## config.mk

```make
export PLATFORM = sky130hd
export DESIGN_NAME = cbz_blend
export DESIGN_NICKNAME = d
export VERILOG_FILES = /design/src/design/cbz_blend.sv
export SDC_FILE = /design/constraint.sdc
export NUM_CORES = 2
export LEC_CHECK = 0
export BUFFER_PORTS_ARGS = -buffer_cell sky130_fd_sc_hd__buf_2
export CAP_MARGIN = 20
export CORE_MARGIN = 4
export CORE_UTILIZATION = 29
export CTS_CLUSTER_DIAMETER = 50
export DETAILED_ROUTE_END_ITERATION = 10
export HOLD_SLACK_MARGIN = 0.06
export SLEW_MARGIN = 20
export SYNTH_ARGS = -nofsm -noshare
export SYNTH_HDL_FRONTEND = slang
export SYNTH_SLANG_ARGS = --single-unit
```

## constraint.sdc

```tcl
create_clock -name clk -period 11.6 [get_ports clk]
set_input_delay 1.16 -clock clk [delete_from_list [all_inputs] [get_ports clk]]
set_output_delay 1.16 -clock clk [all_outputs]
set_load 0.01 [all_outputs]
```

## src/design/cbz_blend.sv

```systemverilog
`timescale 1ns / 1ps

// Pipelined linear blend a + round((b - a) * t / 2^F), rounding half away
// from zero. The result is registered.
module cbz_blend #(
  parameter int unsigned W = 32,
  parameter int unsigned F = 16
) (
  input  logic                clk,
  input  logic signed [W-1:0] a,
  input  logic signed [W-1:0] b,
  input  logic        [F:0]   t,
  output logic signed [W-1:0] res
);

  localparam logic [W+F:0] HALF = (W+F+1)'(1) << (F - 1);

  logic        [W:0]     diff;
  logic        [W:0]     mag;
  logic        [W+F:0]   prod;
  logic        [W-1:0]   rnd;
  logic        [W:0]     sum;

  logic signed [W-1:0]   a1_r, a2_r;
  logic                  neg1_r, neg2_r;
  logic        [W-1:0]   m1_r;
  logic        [F:0]     t1_r;
  logic        [W+F:0]   prod2_r;
  logic signed [W-1:0]   res_r;

  // Stage 1: signed difference split into sign and magnitude.
  always_comb begin
    diff = {b[W-1], b} - {a[W-1], a};
    mag  = diff[W] ? (~diff + 1'b1) : diff;
  end

  always_ff @(posedge clk) begin
    a1_r   <= a;
    neg1_r <= diff[W];
    m1_r   <= mag[W-1:0];
    t1_r   <= t;
  end

  // Stage 2: magnitude times t, with the rounding half folded in.
  assign prod = (W+F+1)'(m1_r) * (W+F+1)'(t1_r) + HALF;

  always_ff @(posedge clk) begin
    a2_r    <= a1_r;
    neg2_r  <= neg1_r;
    prod2_r <= prod;
  end

  // Stage 3: apply the rounded step with its sign. Since t never exceeds
  // one, the step is at most the magnitude and the result stays in range.
  always_comb begin
    rnd = prod2_r[W+F-1:F];
    sum = neg2_r ? ({a2_r[W-1], a2_r} - {1'b0, rnd})
                 : ({a2_r[W-1], a2_r} + {1'b0, rnd});
  end

  always_ff @(posedge clk) begin
    res_r <= sum[W-1:0];
  end

  assign res = res_r;

endmodule

```

# Word level (Yosys, flattened, before mapping)
# Index checks and enable logic that the tools add are counted.
dict set report word_totals {
  memories 0
  latchBits 0
  ramBits 0
  output_inout_bits 32
  in_bits 82
  elab_cells 17
  romBits 0
  register_bits 195
}
dict set report op_classes {
  n_lt_le_gt_ge 0
  add_sub_neg 5
  n_div 0
  n_shift 0
  n_mul 1
  eq_ne 0
  bitwise 1
  n_reduce_logical 0
  n_mux 2
}
# operator n
set op_table {}
lappend op_table {{2-to-1 mux 32 bit} 2}
lappend op_table {{adder 48 x 16 -> 48 bit, second input constant} 1}
lappend op_table {{multiplier 32 x 17 -> 48 bit} 1}
lappend op_table {{subtractor 32 x 32 -> 33 bit} 1}
lappend op_table {{adder 32 x 1 -> 32 bit, second input constant} 1}
lappend op_table {{adder 32 bit} 1}
lappend op_table {{NOT 32 bit} 1}
lappend op_table {{subtractor 32 bit} 1}

# Logic depth before layout (Yosys ltp)
dict set report depth {
  depth_word 4
  mapped_depth 26
  ltp_nobuf 25
}

# Worst setup path before layout
# OpenSTA, ideal clock, no wires.
dict set report synth_path {
  kind {flip-flop to flip-flop}
  from {register m1_r[6]}
  to {register prod2_r[30]}
  setup_slack_ns 5.153
  required_time_ns 11.528
  path_buffers 1
  setup_ns 0.072
  path_stages_with_launch 24
  t_arrival_ns 6.375
  period_less_slack_ns 6.447
  path_cell_list {dfxtp_1 -> clkbuf_1 -> nand2_1 -> fa_1 -> inv_1 -> fa_1 -> inv_1 -> fa_1 -> inv_1 -> fa_1 -> fa_1 -> fa_1 -> ha_1 -> or4_1 -> a221o_1 -> or2_2 -> o211ai_1 -> o21ai_0 -> a21oi_1 -> o21bai_1 -> a21oi_1 -> o21bai_1 -> a21oi_1 -> xnor2_1}
}
dict set report synth_via {
  elab_chain_cells 2
}
# element line_no
set synth_rtl {}
lappend synth_rtl {{start, declared} 26} ;# logic [W-1:0] m1_r;
lappend synth_rtl {{start signal, assigned} 40} ;# m1_r <= mag[W-1:0];
lappend synth_rtl {{multiplier 32 x 17 -> 48 bit} 45} ;# assign prod = (W+F+1)'(m1_r) * (W+F+1)'(t1_r) + HALF;
lappend synth_rtl {{adder 48 x 16 -> 48 bit} 45}
lappend synth_rtl {{via prod[30]} 20} ;# logic [W+F:0] prod;
lappend synth_rtl {{end signal, assigned} 50} ;# prod2_r <= prod;
lappend synth_rtl {{end, declared} 28} ;# logic [W+F:0] prod2_r;
# The timed path passes the listed nets, and every way through them passes these cells.

# Worst setup path in the final report
dict set report layout_path {
  from {register t1_r[8]}
  to {register prod2_r[40]}
}
dict set report layout_via {
  elab_chain_cells 2
}
# element line_no
set layout_rtl {}
lappend layout_rtl {{start, declared} 27} ;# logic [F:0] t1_r;
lappend layout_rtl {{start signal, assigned} 41} ;# t1_r <= t;
lappend layout_rtl {{multiplier 32 x 17 -> 48 bit} 45}
lappend layout_rtl {{adder 48 x 16 -> 48 bit} 45}
lappend layout_rtl {{via prod[40]} 20}
# The timed path passes the listed nets, and every way through them passes these cells.

==> results.py <==
metrics = {
    "route": {
        "drt_wl_total_mm": 63.82,
        "drc": 0,
        "drt-pass1-iter-count": 5,
        "vias": 18000,
        "wire_per_inst_um": 16.21,
        "vias_per_cell": 4.571,
        "ant_nets": 0,
        "drt_iter0_drc": 1109,
    },
    "synthesis": {
        "synth_cells": 2719,
        "synth-compound-area-share_pct": 7.740,
        "yosysTopAreaCell": "fa_1",
        "synthMuxAreaShare_pct": 0.08037,
        "yosysSeqAreaShare_pct": 14.39,
        "synth_xor_xnor_area_share_pct": 5.098,
        "ys_async_sr_fraction_pct": 0,
        "synth_cell_types": 81,
        "synth_ff_type": "dfxtp_1",
        "synth-edff-count": 0,
        "synth_area_leaders": "fa_1 (36%), dfxtp_1 (14%), ha_1 (10%)",
        "synthSimpleGateAreaFrac_pct": 16.19,
        "synth_common_cells": "inv_1 (544), fa_1 (450), nand2_1 (332), and2_1 (269), ha_1 (207)",
        "synthAdderAreaFrac_pct": 46.56,
        "synth_seq_cells": 179,
        "synth_top_area_share_pct": 36.16,
        "yosysWarnings": 0,
        "synth_area_per_cell_um2": 9.162,
        "synth_top_family_by_area": "adder cells",
        "synthesis.nets": 3458,
        "synth.most_common_cell": "inv_1",
        "syn_area_um2": 24910,
    },
    "critical_path": {
        "worstPathMaxFanout": 32,
        "path_buf_inv": 2,
        "crit_arrival_ns": 7.92,
        "cp-end-kind": "flop",
        "cp_slowest_cell": "dfxtp_2",
        "cp.required_ns": 12.01,
        "path_class": "reg -> reg",
        "path_cells": "and2_1 > fa_1 > inv_1 > fa_1 > fa_1 > inv_1 > fa_1 > fa_1 > fa_1 > ha_1 > or4_1 > a221o_1 > or2_2 > o211ai_1 > o21ai_0 > o211ai_1 > nand2_1 > nor2_1 > o21ai_0 > a21oi_1 > xnor2_1",
        "cp-start-kind": "flop",
        "cp_common_cell": "fa_1",
        "cp_top_family": "adder cells",
        "max_stage_delay_ns": 0.90,
        "r2r_setup_slack_ns": 4.08,
    },
    "floorplan": {
        "initial_utilization_pct": 29.26,
        "rows": 107,
        "ioPinCount": 114,
        "die_h_um": 301.1,
        "die_w_um": 301.1,
        "core_um2": 85150,
        "die_area_um2": 90650,
    },
    "clock_network": {
        "clk_latency_ns": 0.48,
        "cts.clk_slew.worst_paths_ns": 0.08,
        "postCtsHoldBufs": 0,
        "clockRootBuffer": "clkbuf_16",
        "postCtsSetupBuffers": 0,
        "clock_sinks": 179,
        "cts_tree": "done",
        "numCtsBuffers": 17,
        "cts_buffer_depth": 2,
        "htreeDepth": 4,
        "post_cts_resized": 0,
    },
    "global_routing": {
        "grt_pass1_wl_mm": 104.1,
        "grt_remaining_overflow": 0,
        "grt_pass1_vias": 19180,
        "grt_usage_pct": 14.66,
        "grt_max_degree": 33,
        "antenna_found_initial": 1,
    },
    "placed_design": {
        "gp_congestion": 0.8722,
        "dp_hpwl_mm": 50.47,
        "io_buffers": 113,
    },
    "run_status": {
        "outcome": "completed",
    },
    "hold_path": {
        "min-delay-path-class": "reg -> reg",
    },
    "timing": {
        "setup_viol": 0,
        "tns_ns": 0,
        "drv_slew": 0,
        "tightestPinTransition_ns": 1.077,
        "hold_viol": 0,
        "fmax_mhz": 133.0,
        "min_period_over_period_pct": 64.80,
        "period_minus_slack_ns": 7.516,
        "finClkSkew_ns": 0.01295,
        "rsz0062_at_grt": "no",
        "relSlewSlack_pct": 27.27,
    },
    "cells_and_area": {
        "multi_input_area_um2": 18850,
        "seq_area_um2": 3586,
        "layout-drive-gt1-share_pct": 7.307,
        "fillerInstances": 9005,
        "fin_nets": 3519,
        "syn2layout_area_growth_pct": 9.232,
    },
    "flow_run": {
        "cap_violations": 0,
    },
}
-- layout by cell type (no fill, tap or decap), types with 5 or more instances in the layout --
master / count
dfxtp_1: 177
a31oi_1: 14
nor3_1: 24
and2_1: 269
a21oi_1: 100
buf_4: 25
or4_1: 5
a211oi_1: 8
clkbuf_16: 17
buf_2: 113
nand2_1: 332
inv_1: 544
o21a_1: 18
o211ai_1: 5
or2_2: 7
o31ai_1: 8
fa_1: 450
nand3_1: 17
nor2_1: 82
o21bai_1: 12
and3_1: 12
nand4_1: 11
nand2b_1: 7
o21ai_0: 49
xor2_1: 27
xnor2_1: 118
a21o_1: 31
nor2b_1: 8
ha_1: 207
-- layout make-up --
| cell class | instances | area share (%) |
|---|---|---|
| multi-input combinational | 1900 | 69.28 |
| clock buffer | 20 | 1.642 |
| timing repair buffer | 138 | 2.768 |
| inverter | 544 | 7.505 |
| clock inverter | 11 | 0.3495 |
| tap | 1144 | 5.260 |
| antenna | 2 | 0.01839 |
| sequential | 179 | 13.18 |
-- per-layer routing --
layer / routed length, um / up-vias / share of wire [%] / GRT usage (%)
met4: 1810 / 2 / 2.8 / 5.016
met3: 2681 / 109 / 4.2 / 1.908
met5: 13 / - / 0.020 / 0
met2: 32290 / 400 / 51 / 25.95
li1: - / 8420 / - / -
met1: 27030 / 9069 / 42 / 18.40
-- sequential cells by signal, summed over array words and instances (netlist names) --
name	cells
a1_r	32
a2_r	32
m1_r	32
prod2_r	32
res	32
t1_r	17
neg1_r	1
neg2_r	1
-- worst paths after layout --
check | start | cells past startpoint | to
setup / recovery | t1_r[8] | 21 | prod2_r[40]
hold / removal | a1_r[26] | 0 | a2_r[26]
hold reg to reg | a1_r[26] | 0 | a2_r[26]
setup reg to reg | t1_r[8] | 21 | prod2_r[40]
-- cells by family after synthesis --
group,count (synthesis)
buffers and inverters,640
AO/OA/AOI/OAI,292
AND/OR/NAND/NOR,804
adder cells (fa/ha/maj),657
XOR/XNOR,145
multiplexers,2
flip-flops,179
-- metrics by stage --
step	hold WS (ns)	cell area, um2	util (%)	std cells	setup WS (ns)
3_3_place_gp	0.3097	26660	31.31	3905	4.138
2_1_floorplan	0.3096	24910	-	2719	5.153
6_report	0.3247	27210	31.96	3938	4.084
4_1_cts	0.3250	27200	31.95	3936	4.095
5_1_grt	0.3262	27200	31.95	3936	3.659
3_5_place_dp	0.3121	26660	31.31	3905	4.127
Power is left out: the tool's default activity adds up to more than one toggle a clock period on the data nets, which glitch-free logic cannot reach.
